<file path="config.mk">
export PLATFORM = sky130hd
export DESIGN_NAME = gadsr_brk
export DESIGN_NICKNAME = d
export VERILOG_FILES = /design/src/hw/rtl/gadsr_brk.sv
export SDC_FILE = /design/constraint.sdc
export NUM_CORES = 2
export LEC_CHECK = 0
export ABC_CLOCK_PERIOD_IN_PS = 39700
export BUFFER_PORTS_ARGS = -buffer_cell sky130_fd_sc_hd__buf_2
export CAP_MARGIN = 10
export CORE_MARGIN = 2
export CORE_UTILIZATION = 35
export CTS_CLUSTER_DIAMETER = 40
export CTS_CLUSTER_SIZE = 28
export DETAILED_ROUTE_END_ITERATION = 8
export PLACE_DENSITY = 0.55
export SYNTH_ARGS = -nofsm -noshare
export SYNTH_HDL_FRONTEND = slang
export SYNTH_SLANG_ARGS = --single-unit
</file>
<file path="constraint.sdc">
create_clock -name clk -period 39.7 [get_ports clk]
set_clock_uncertainty 0.2 [all_clocks]
set_input_delay 1.985 -clock clk [delete_from_list [all_inputs] [get_ports clk]]
set_output_delay 1.985 -clock clk [all_outputs]
set_load 0.01 [all_outputs]
</file>
<file path="src/hw/rtl/gadsr_brk.sv">
// Breakpoint stage: total time and three pipelined restoring dividers, one bit per stage.
`default_nettype none

module gadsr_brk #(
	parameter int F = 16
) (
	input  wire logic         clk,
	input  wire logic         arst_n,
	input  wire logic         in_valid,
	output logic              in_rdy,
	input  wire logic [F:0]   phase,
	input  wire logic [F:0]   attack_time,
	input  wire logic [F:0]   decay_time,
	input  wire logic [F:0]   sustain_level,
	input  wire logic [F:0]   release_time,
	input  wire logic         dn_rdy,
	output logic              out_valid,
	output logic [F:0]        out_ph,
	output logic [F:0]        out_sl,
	output logic [F:0]        out_att,
	output logic [F:0]        out_dec,
	output logic [F:0]        out_sus
);

	localparam int W  = F + 1;
	localparam int TW = W + 2;
	localparam int NS = F + 2;
	localparam logic [TW-1:0] HALF = TW'(1) << (F - 1);

	logic [NS-1:0] vld_s;
	logic [NS:0]   en;

	logic [W-1:0]  ph_s  [NS];
	logic [W-1:0]  sl_s  [NS];
	logic [TW-1:0] tot_s [NS];
	logic [TW-1:0] rem_s [NS][3];
	logic [W-1:0]  quo_s [NS][3];

	always_comb begin
		en[NS] = dn_rdy;
		for (int k = NS - 1; k >= 0; k--) begin
			en[k] = !vld_s[k] || en[k+1];
		end
	end

	assign in_rdy = en[0];

	always_ff @(posedge clk or negedge arst_n) begin
		if (!arst_n) begin
			vld_s <= '0;
		end else begin
			if (en[0]) begin
				vld_s[0] <= in_valid;
			end
			for (int k = 1; k < NS; k++) begin
				if (en[k]) begin
					vld_s[k] <= vld_s[k-1];
				end
			end
		end
	end

	// prepare total and numerators
	always_ff @(posedge clk) begin
		if (en[0]) begin
			ph_s[0]     <= phase;
			sl_s[0]     <= sustain_level;
			tot_s[0]    <= TW'(attack_time) + TW'(decay_time) + TW'(release_time) + HALF;
			rem_s[0][0] <= TW'(attack_time);
			rem_s[0][1] <= TW'(attack_time) + TW'(decay_time);
			rem_s[0][2] <= TW'(attack_time) + TW'(decay_time) + HALF;
			quo_s[0][0] <= '0;
			quo_s[0][1] <= '0;
			quo_s[0][2] <= '0;
		end
	end

	for (genvar k = 1; k < NS; k++) begin : g_step
		logic [TW:0]   sh [3];
		logic [2:0]    ge;
		logic [TW-1:0] nr [3];

		always_comb begin
			for (int j = 0; j < 3; j++) begin
				sh[j] = (k == 1) ? {1'b0, rem_s[k-1][j]} : {rem_s[k-1][j], 1'b0};
				ge[j] = sh[j] >= {1'b0, tot_s[k-1]};
				nr[j] = ge[j] ? TW'(sh[j] - {1'b0, tot_s[k-1]}) : TW'(sh[j]);
			end
		end

		always_ff @(posedge clk) begin
			if (en[k]) begin
				ph_s[k]  <= ph_s[k-1];
				sl_s[k]  <= sl_s[k-1];
				tot_s[k] <= tot_s[k-1];
				for (int j = 0; j < 3; j++) begin
					rem_s[k][j] <= nr[j];
					quo_s[k][j] <= {quo_s[k-1][j][W-2:0], ge[j]};
				end
			end
		end
	end

	assign out_valid = vld_s[NS-1];
	assign out_ph    = ph_s[NS-1];
	assign out_sl    = sl_s[NS-1];
	assign out_att   = quo_s[NS-1][0];
	assign out_dec   = quo_s[NS-1][1];
	assign out_sus   = quo_s[NS-1][2];

endmodule

`default_nettype wire

</file>
==> metrics <==
post-synthesis mux area share 0.0270; relative slew slack 0.242; grt ovf 0; Clock Path Buffers 4; Vias a little under 80k; Starting Density 0.352; # clock sinks about 2.4k; Die Y around 600 um; syn_area_per_cell 12.4 sq um; DR WL met3 11.5 mm; core area roughly 350000 sq um; fraction of layout instances using a drive strength above 1 0.118; unrepaired setup endpoints after global routing no; status finished clean; Final Max Slew Viols 0; WL/cell between 20 and 25 um; Crit Path Category in -> out; final hold vios 0; crit-path cells buf_2 > nor2b_1 > nand2_4 > nor2_1 > and2_1 > inv_6 > nor3_1 > nand3_4 > inv_1 > nand3_4 > buf_2; critical path peak fanout between 80 and 90; post_cts resized 0; antenna-violating nets left 0; Post-synth top flop edfxtp_1; Crit. End Element primary output; gp weighted congestion roughly 0.9; global-route wire length before repair about 490 mm; hpwl dp between 200 and 300 mm; Compound-Gate Fraction of Synth Area 0.127; Synth Area in XOR/XNOR 0.0520; initial antenna violation count 9; DP Cell Count about 15k; Die X around 600 um; Post-Syn Instances around 10k; H-tree depth 5; Reg2Reg Capture Point rem_s[0][21]$_DFFE_PP_; yosys warns 0; number of global-route vias before repair 80.2k; most common cell after layout, fill and taps aside edfxtp_1; sequential fraction of the synthesis area 0.575; nets@finish 11.6k; Worst-path clk slew about 0.060 ns; Synth Area in Simple Gates 0.0850; R2R setup slack about 34 ns; Worst Hold Class reg -> reg; placed inst area 130000 sq um; DRT Wirelength 333 mm; post-route minimum period roughly 9 ns; CTS tree built; r2r startpoint vld_s[17]$_DFFE_PN0P_; largest net degree at the start of global routing 91; fin cells roughly 15k; Post-Synth Adder-Cell Area 0.110; Slowest cell on crit path nor3_1; DRC Markers 0; Pre-Repair DR Iteration Count 7; Hold Slack between 0.15 and 0.2 ns; Post-synth EDFFs 2345; area delta synth->final 15.8%; Worst R2R Path Depth 10; hold_sp sl_s[14][12]$_DFFE_PP_; Post-CTS Hold Fix Bufs 0; Die ar. between 300000 and 400000 sq um; Cell Rows around 220; Synth Cell Area 123000 sq um; Final Cycle Share 0.233; ys async rst share 0.00762; Startpoint Class input pin; I/O pins 176; worst-margin pin slew 1.13 ns; Cell variety after synth 81; Highest Clock Rate between 0.1 and 0.15 GHz; most frequent cells in the layout 2345 x edfxtp_1, 1000 x ha_1, 865 x o21ai_0; largest area contributor in the netlist edfxtp_1; Hold EP sl_s[15][12]$_DFFE_PP_; Required @ worst endpoint 37.51 ns; final setup TNS 0 ns; highest metal used met4; setup bufs post-CTS 0; initial drt markers ~5.6k; vias per cell about 5.2; Data arrival, critical path 7.05 ns; CTS buffer count 358; CTS root buffer clkbuf_16; top cells by area, synth edfxtp_1 57%, ha_1 10%, o21ai_0 3.5%; Global Route Usage Sum 0.182; Final setup violation count 0; PortBufs ~180; Max-cap violations 0; Yosys reg bits 2363; largest family of logic cells by synthesized area compound AO/OA/AOI/OAI gates; CP peak stage delay between 0.8 and 0.9 ns; Skew-Pair Late Insertion Delay just over 0.9 ns; share of the synthesized area in the top cell type 0.572; final instance area 143000 sq um; hold path cells 0; syn nets approximately 11k; metal2 WL ~160 mm; M1 WL 147 mm
==> how the worst max path moves through the flow <==
stage,startpoint,to,slack [ns],depth (start not counted)
2_1_floorplan,dn_rdy,in_rdy,22.94,9
3_3_place_gp,dn_rdy,in_rdy,30.45,11
3_5_place_dp,dn_rdy,in_rdy,30.27,11
4_1_cts,dn_rdy,in_rdy,30.28,11
5_1_grt,dn_rdy,in_rdy,29.90,11
6_report,dn_rdy,in_rdy,30.46,11
==> cells by family (layout without fill, tap and decap cells) <==
group	count (synthesis)	after routing
XOR/XNOR	731	731
multiplexers	297	297
buffers and inverters	791	1561
other	0	2
AO/OA/AOI/OAI	2526	2526
flip-flops	2363	2363
AND/OR/NAND/NOR	2217	2217
adder cells (fa/ha/maj)	1049	1049
==> layer usage <==
layer / global-route usage / up-vias
met4: 0.0657 / 0
met2: 0.317 / 1640
met3: 0.0201 / 558
met1: 0.234 / 38721
li1: - / 38449
met5: 0 / -
==> flip-flops by register name, summed over array words and instances (netlist names) <==
signal / cells
quo_s: 459
ph_s: 306
sl_s: 306
rem_s: 951
tot_s: 323
vld_s: 18
==> worst max-delay path: cells and delay by family <==
kind | cells | cell delay (ns)
buffers and inverters | 4 | 1.19
AND/OR/NAND/NOR | 7 | 3.81
==> cell usage after synthesis (17+ instances only) <==
cell,number
a211o_1,33
a211oi_1,53
a21boi_0,43
a21o_1,184
a21oi_1,623
a31oi_1,66
a41oi_1,26
and2_1,38
clkbuf_1,141
dfrtp_1,18
edfxtp_1,2345
fa_1,49
ha_1,1000
inv_1,638
mux2_2,279
mux2i_1,17
nand2_1,831
nand2b_1,179
nand3_1,149
nand4_1,58
nor2_1,421
nor2b_1,117
nor3_1,193
nor4_1,48
o211ai_1,22
o21a_1,169
o21ai_0,869
o21bai_1,65
o221ai_1,41
o22ai_1,19
o31a_1,58
o31ai_1,104
o41ai_1,22
or2_2,32
or3_1,62
or4_1,20
xnor2_1,407
xor2_1,324
==> per-stage QoR <==
step                       util  setup WS, ns
after floorplan               -         22.94
after global placement    0.372         30.45
after detailed placement  0.372         30.27
after CTS                 0.408         30.28
after global routing      0.408         29.90
final                     0.408         30.46
==> area by class of cell <==
cell class	instances	area [sq um]
fillers	32347	207000
repair buffers	256	1500
multi-input cells	6820	49600
inverters	639	2420
well taps	4599	5750
clock buffers	381	9130
clock inverters	285	3350
flip-flops and latches	2363	70900
diodes	2	5.00
Power is not shown: default switching activity piles up to over one toggle a cycle in this logic, so the estimate is an artifact.
