File: src/hw/rtl/gadsr_pkg.sv
// Shared segment codes for the grain envelope shape pipeline.
`default_nettype none

package gadsr_pkg;

	typedef logic [2:0] seg_t;

	localparam seg_t SEG_ATT  = 3'd0;
	localparam seg_t SEG_DEC  = 3'd1;
	localparam seg_t SEG_SUS  = 3'd2;
	localparam seg_t SEG_REL  = 3'd3;
	localparam seg_t SEG_ZERO = 3'd4;

endpackage

`default_nettype wire

File: src/hw/rtl/gadsr_seg.sv
// Segment stage: segment select, pipelined segment divider, scale and clamp.
`default_nettype none

module gadsr_seg #(
	parameter int F = 16
) (
	input  wire logic       clk,
	input  wire logic       arst_n,
	input  wire logic       in_valid,
	output logic            in_rdy,
	input  wire logic [F:0] ph,
	input  wire logic [F:0] sl,
	input  wire logic [F:0] att,
	input  wire logic [F:0] dec,
	input  wire logic [F:0] sus,
	input  wire logic       dn_rdy,
	output logic            out_valid,
	output logic [F:0]      level
);

	import gadsr_pkg::*;

	localparam int W  = F + 1;
	localparam int ND = F + 1;
	localparam int NS = F + 3;
	localparam logic [W-1:0] ONE = {1'b1, {F{1'b0}}};

	logic [NS-1:0] vld_s;
	logic [NS:0]   en;

	seg_t         code_s [ND];
	logic [W-1:0] sl_s   [ND];
	logic [W-1:0] rem_s  [ND];
	logic [W-1:0] den_s  [ND];
	logic [F-1:0] quo_s  [ND];

	seg_t           code_sm;
	logic [W-1:0]   sl_sm;
	logic [F-1:0]   quo_sm;
	logic [2*W-1:0] prd_sm;
	logic [W-1:0]   lvl_so;

	always_comb begin
		en[NS] = dn_rdy;
		for (int k = NS - 1; k >= 0; k--) begin
			en[k] = !vld_s[k] || en[k+1];
		end
	end

	assign in_rdy = en[0];

	always_ff @(posedge clk or negedge arst_n) begin
		if (!arst_n) begin
			vld_s <= '0;
		end else begin
			if (en[0]) begin
				vld_s[0] <= in_valid;
			end
			for (int k = 1; k < NS; k++) begin
				if (en[k]) begin
					vld_s[k] <= vld_s[k-1];
				end
			end
		end
	end

	seg_t         p_code;
	logic [W-1:0] p_x;
	logic [W-1:0] p_den;

	// pick segment, numerator and divisor
	always_comb begin
		p_code = SEG_ZERO;
		p_x    = '0;
		p_den  = ONE;
		if (ph < att) begin
			p_code = SEG_ATT;
			p_x    = ph;
			p_den  = att;
		end else if (ph < dec) begin
			p_code = SEG_DEC;
			p_x    = ph - att;
			p_den  = dec - att;
		end else if (ph < sus) begin
			p_code = SEG_SUS;
		end else if (sus < ONE) begin
			p_x   = ph - sus;
			p_den = ONE - sus;
			if (p_x < p_den) begin
				p_code = SEG_REL;
			end else begin
				p_code = SEG_ZERO;
			end
		end
	end

	always_ff @(posedge clk) begin
		if (en[0]) begin
			code_s[0] <= p_code;
			sl_s[0]   <= sl;
			rem_s[0]  <= p_x;
			den_s[0]  <= p_den;
			quo_s[0]  <= '0;
		end
	end

	for (genvar k = 1; k < ND; k++) begin : g_div
		logic [W:0]   sh;
		logic         ge;
		logic [W-1:0] nr;

		always_comb begin
			sh = {rem_s[k-1], 1'b0};
			ge = sh >= {1'b0, den_s[k-1]};
			nr = ge ? W'(sh - {1'b0, den_s[k-1]}) : W'(sh);
		end

		always_ff @(posedge clk) begin
			if (en[k]) begin
				code_s[k] <= code_s[k-1];
				sl_s[k]   <= sl_s[k-1];
				den_s[k]  <= den_s[k-1];
				rem_s[k]  <= nr;
				quo_s[k]  <= {quo_s[k-1][F-2:0], ge};
			end
		end
	end

	logic [W-1:0] sc;
	logic [W-1:0] ma;
	logic [W-1:0] mb;

	always_comb begin
		sc = (sl_s[ND-1] > ONE) ? ONE : sl_s[ND-1];
		if (code_s[ND-1] == SEG_DEC) begin
			ma = ONE - sc;
			mb = {1'b0, quo_s[ND-1]};
		end else begin
			ma = sl_s[ND-1];
			mb = ONE - {1'b0, quo_s[ND-1]};
		end
	end

	always_ff @(posedge clk) begin
		if (en[ND]) begin
			code_sm <= code_s[ND-1];
			sl_sm   <= sl_s[ND-1];
			quo_sm  <= quo_s[ND-1];
			prd_sm  <= ma * mb;
		end
	end

	logic [W:0]   scl;
	logic [W-1:0] lvl;

	always_comb begin
		scl = prd_sm[2*W-1:F];
		unique case (code_sm)
			SEG_ATT: lvl = {1'b0, quo_sm};
			SEG_DEC: lvl = ONE - W'(scl);
			SEG_SUS: lvl = (sl_sm > ONE) ? ONE : sl_sm;
			SEG_REL: lvl = (scl > {1'b0, ONE}) ? ONE : W'(scl);
			default: lvl = '0;
		endcase
	end

	always_ff @(posedge clk) begin
		if (en[NS-1]) begin
			lvl_so <= lvl;
		end
	end

	assign out_valid = vld_s[NS-1];
	assign level     = lvl_so;

endmodule

`default_nettype wire

File: config.mk
export PLATFORM = sky130hd
export DESIGN_NAME = gadsr_seg
export DESIGN_NICKNAME = d
export VERILOG_FILES = /design/src/hw/rtl/gadsr_pkg.sv /design/src/hw/rtl/gadsr_seg.sv
export SDC_FILE = /design/constraint.sdc
export NUM_CORES = 2
export LEC_CHECK = 0
export BUFFER_PORTS_ARGS = -buffer_cell sky130_fd_sc_hd__buf_2
export CAP_MARGIN = 20
export CORE_ASPECT_RATIO = 1.4
export CORE_MARGIN = 5
export CORE_UTILIZATION = 40
export CTS_BUF_LIST = sky130_fd_sc_hd__clkbuf_2 sky130_fd_sc_hd__clkbuf_4 sky130_fd_sc_hd__clkbuf_8
export DETAILED_ROUTE_END_ITERATION = 10
export GPL_TIMING_DRIVEN = 0
export PLACE_DENSITY = 0.51
export SLEW_MARGIN = 20
export SYNTH_ARGS = -nofsm -noshare
export SYNTH_HDL_FRONTEND = slang
export SYNTH_SLANG_ARGS = --single-unit
File: constraint.sdc
create_clock -name clk -period 24.1 [get_ports clk]
set_clock_uncertainty 0.1 [all_clocks]
set_input_delay 4.82 -clock clk [delete_from_list [all_inputs] [get_ports clk]]
set_output_delay 4.82 -clock clk [all_outputs]
set_load 0.01 [all_outputs]
==> out/metrics.yaml <==
placed_design:
  place.gp.congestion: 0.9810
  port_buffers: 107
  hpwl_um: 128700
synthesis:
  syn_nets: 6009
  postSynthAreaPerCell_um2: 12.11
  syn_inst: 5215
  synthesis.area_mm2: 0.06315
  ys_types: 82
  yosysMostFrequentCell: "edfxtp_1"
  ys_seq_elements: 1110
  synth_seq_area_share_pct: 52.63
  synthTopCellsByCount: "1091 x edfxtp_1, 707 x inv_1, 465 x ha_1, 376 x nand2_1, 373 x nor2_1"
  synth_top_area_share_pct: 51.88
  async_flop_share_pct: 1.712
  ys.flop_type: "edfxtp_1"
  synth_area_leaders: "edfxtp_1 52%, ha_1 9.2%, fa_1 7.6%, inv_1 4.2%, mux2_2 2.9%"
  synth_largest_area_cell: "edfxtp_1"
  yosys_warnings: 0
  synth_edf_count: 1091
cts:
  clock-sinks: 1110
  clock-root-buffer: "clkbuf_8"
  clockBufferDepth: 3
  numCtsBuffers: 179
  cts_tree: "yes"
  h-tree-depth: 4
  path_clk_slew_ps: 60
  postCtsSetupBuffers: 0
  clkLatencyLatePin_ps: 890
  cts_resized: 0
  ctsHoldBuffers: 0
outcome:
  status: "finished, final reports clean"
critical_path:
  crit_fanout: 42
  regToRegSetupSlack_ps: 14580
  crit_chain: "buf_2, nor2b_1, and3_1, nand3_4, nor3_1, and2_1, nand3_4, nor2_1, nand3_4, buf_16, buf_2"
  cpLargestDelayFamily: "simple AND/OR/NAND/NOR gates"
  crit_path_top_delay_cell: "nor3_1"
  required_ps: 19180
  start_kind: "primary input"
  crit_arrival_ps: 8890
  crit_buf_inv: 3
  path_class: "primary input to output pin"
  slowest_delay_ps: 680
  crit_path_frequent_cell: "nand3_4"
  endpoint_kind: "output pin"
sta:
  fmax_ghz: 0.07243
  hold_violations: 0
  tns_ps: 0
  period_minus_slack_ps: 13810
  slew_headroom_pct: 19.12
  rsz0062_at_grt: "false"
  slew_violations: 0
  worst_slew_pin_slew_ps: 1204
  fin_crit_sh_pct: 57.29
  finalSetupViolations: 0
finish:
  drive_above_1_share_pct: 11.86
  fill_cells: 14500
  syn_to_final_growth_pct: 11.87
  layout.nets: 6322
detailed_routing:
  wl_um: 160200
  first_pass_iters: 6
  wire_per_inst_um: 20.63
  vias: 40240
  vias_per_cell: 5.182
  antenna_left: 0
  drt_iter0_markers: 1722
  drc: 0
floorplan:
  start_util_pct: 40.25
  chipWidth_um: 345.8
  row_count: 172
  ios: 108
  coreArea_mm2: 0.1569
  die_h_um: 480.1
  dieArea_mm2: 0.1660
run:
  cap_violations: 0
global_routing:
  grt_util_all_layers_pct: 19.12
  grt_start_max_net_pins: 55
  grt_pass1_vias: 42570
  grt_antenna_before_repair: 6
  grt_pass1_wl_um: 242500
  grt_overflow: 0
min_path:
  hold_path_class: "flop to flop"
## sequential cells by signal, summed over array words and instances (netlist names)
signal / count
sl_s: 289
den_s: 272
rem_s: 272
quo_s: 136
code_s: 51
vld_s: 19
prd_sm: 18
level: 17
sl_sm: 17
quo_sm: 16
code_sm: 3
## final cells by class
type	count	area [um^2]	area share [%]
Multi-Input combinational cell	3309	27120	38.38
Timing Repair Buffer	132	1060	1.500
Clock inverter	86	620.6	0.8785
Buffer	88	349.1	0.4941
Inverter	708	2670	3.779
Tap cell	2088	2613	3.698
Clock buffer	242	2974	4.210
Sequential cell	1110	33240	47.05
Antenna cell	3	7.507	0.01063
## kinds of logic after synthesis
family	after synthesis	synth area share, %
buf+inv	796	4.761
simple gates	1273	9.528
xor+xnor	270	3.745
compound gates	872	9.197
fa+ha+maj	705	16.82
mux	189	3.319
flops	1110	52.63
## cells in the final DEF (no fill, tap or decap), drive strengths merged, types with 35 or more instances in the layout
cell	count
edfxtp	1091
nor2	373
a31oi	35
nand3	54
xor2	85
nor2b	61
nand2b	57
ha	465
o21ai	191
fa	240
or3	37
o21a	49
clkinv	67
xnor2	185
mux2	163
nor3	106
a21o	86
nor4	36
nand2	376
a21oi	194
a21boi	44
clkbuf	316
buf	146
nand4	60
inv	716
## per-layer routing
layer / vias to the layer above / track usage [%] / routed length (um)
li1: 19270 / - / -
met4: 0 / 12.78 / 11640
met2: 967 / 38.83 / 92070
met5: - / 0 / 0
met3: 443 / 2.610 / 4969
met1: 19570 / 17.23 / 51500
## path summary, 6_finish.rpt
check	start	endpoint	cells past startpoint
hold / removal	quo_s[0][65]	quo_s[0][82]	0
max in group asynchronous	arst_n	vld_s[15]	1
min in group asynchronous	arst_n	vld_s[0]	1
setup / recovery	dn_rdy	in_rdy	11
setup reg to reg	code_s[0][48]	prd_sm[33]	26
hold reg to reg	quo_s[0][65]	quo_s[0][82]	0
## metrics by stage
| stage | instances | setup slack, ps | cell area, um^2 | hold WS, ps | utilization [%] |
|---|---|---|---|---|---|
| CTS | 7763 | 10220 | 70640 | 303.7 | 45.03 |
| detailed placement | 7435 | 10240 | 67040 | 304.5 | 42.73 |
| finish | 7766 | 10290 | 70650 | 309.8 | 45.03 |
| floorplan | 5215 | 8126 | 63150 | 300.3 | - |
| global route | 7766 | 9925 | 70650 | 308.2 | 45.03 |
| global placement | 7410 | 3393 | 66300 | 300.3 | 42.26 |
Power is not shown: default switching activity piles up to over one toggle a cycle in this logic, so the estimate is an artifact.
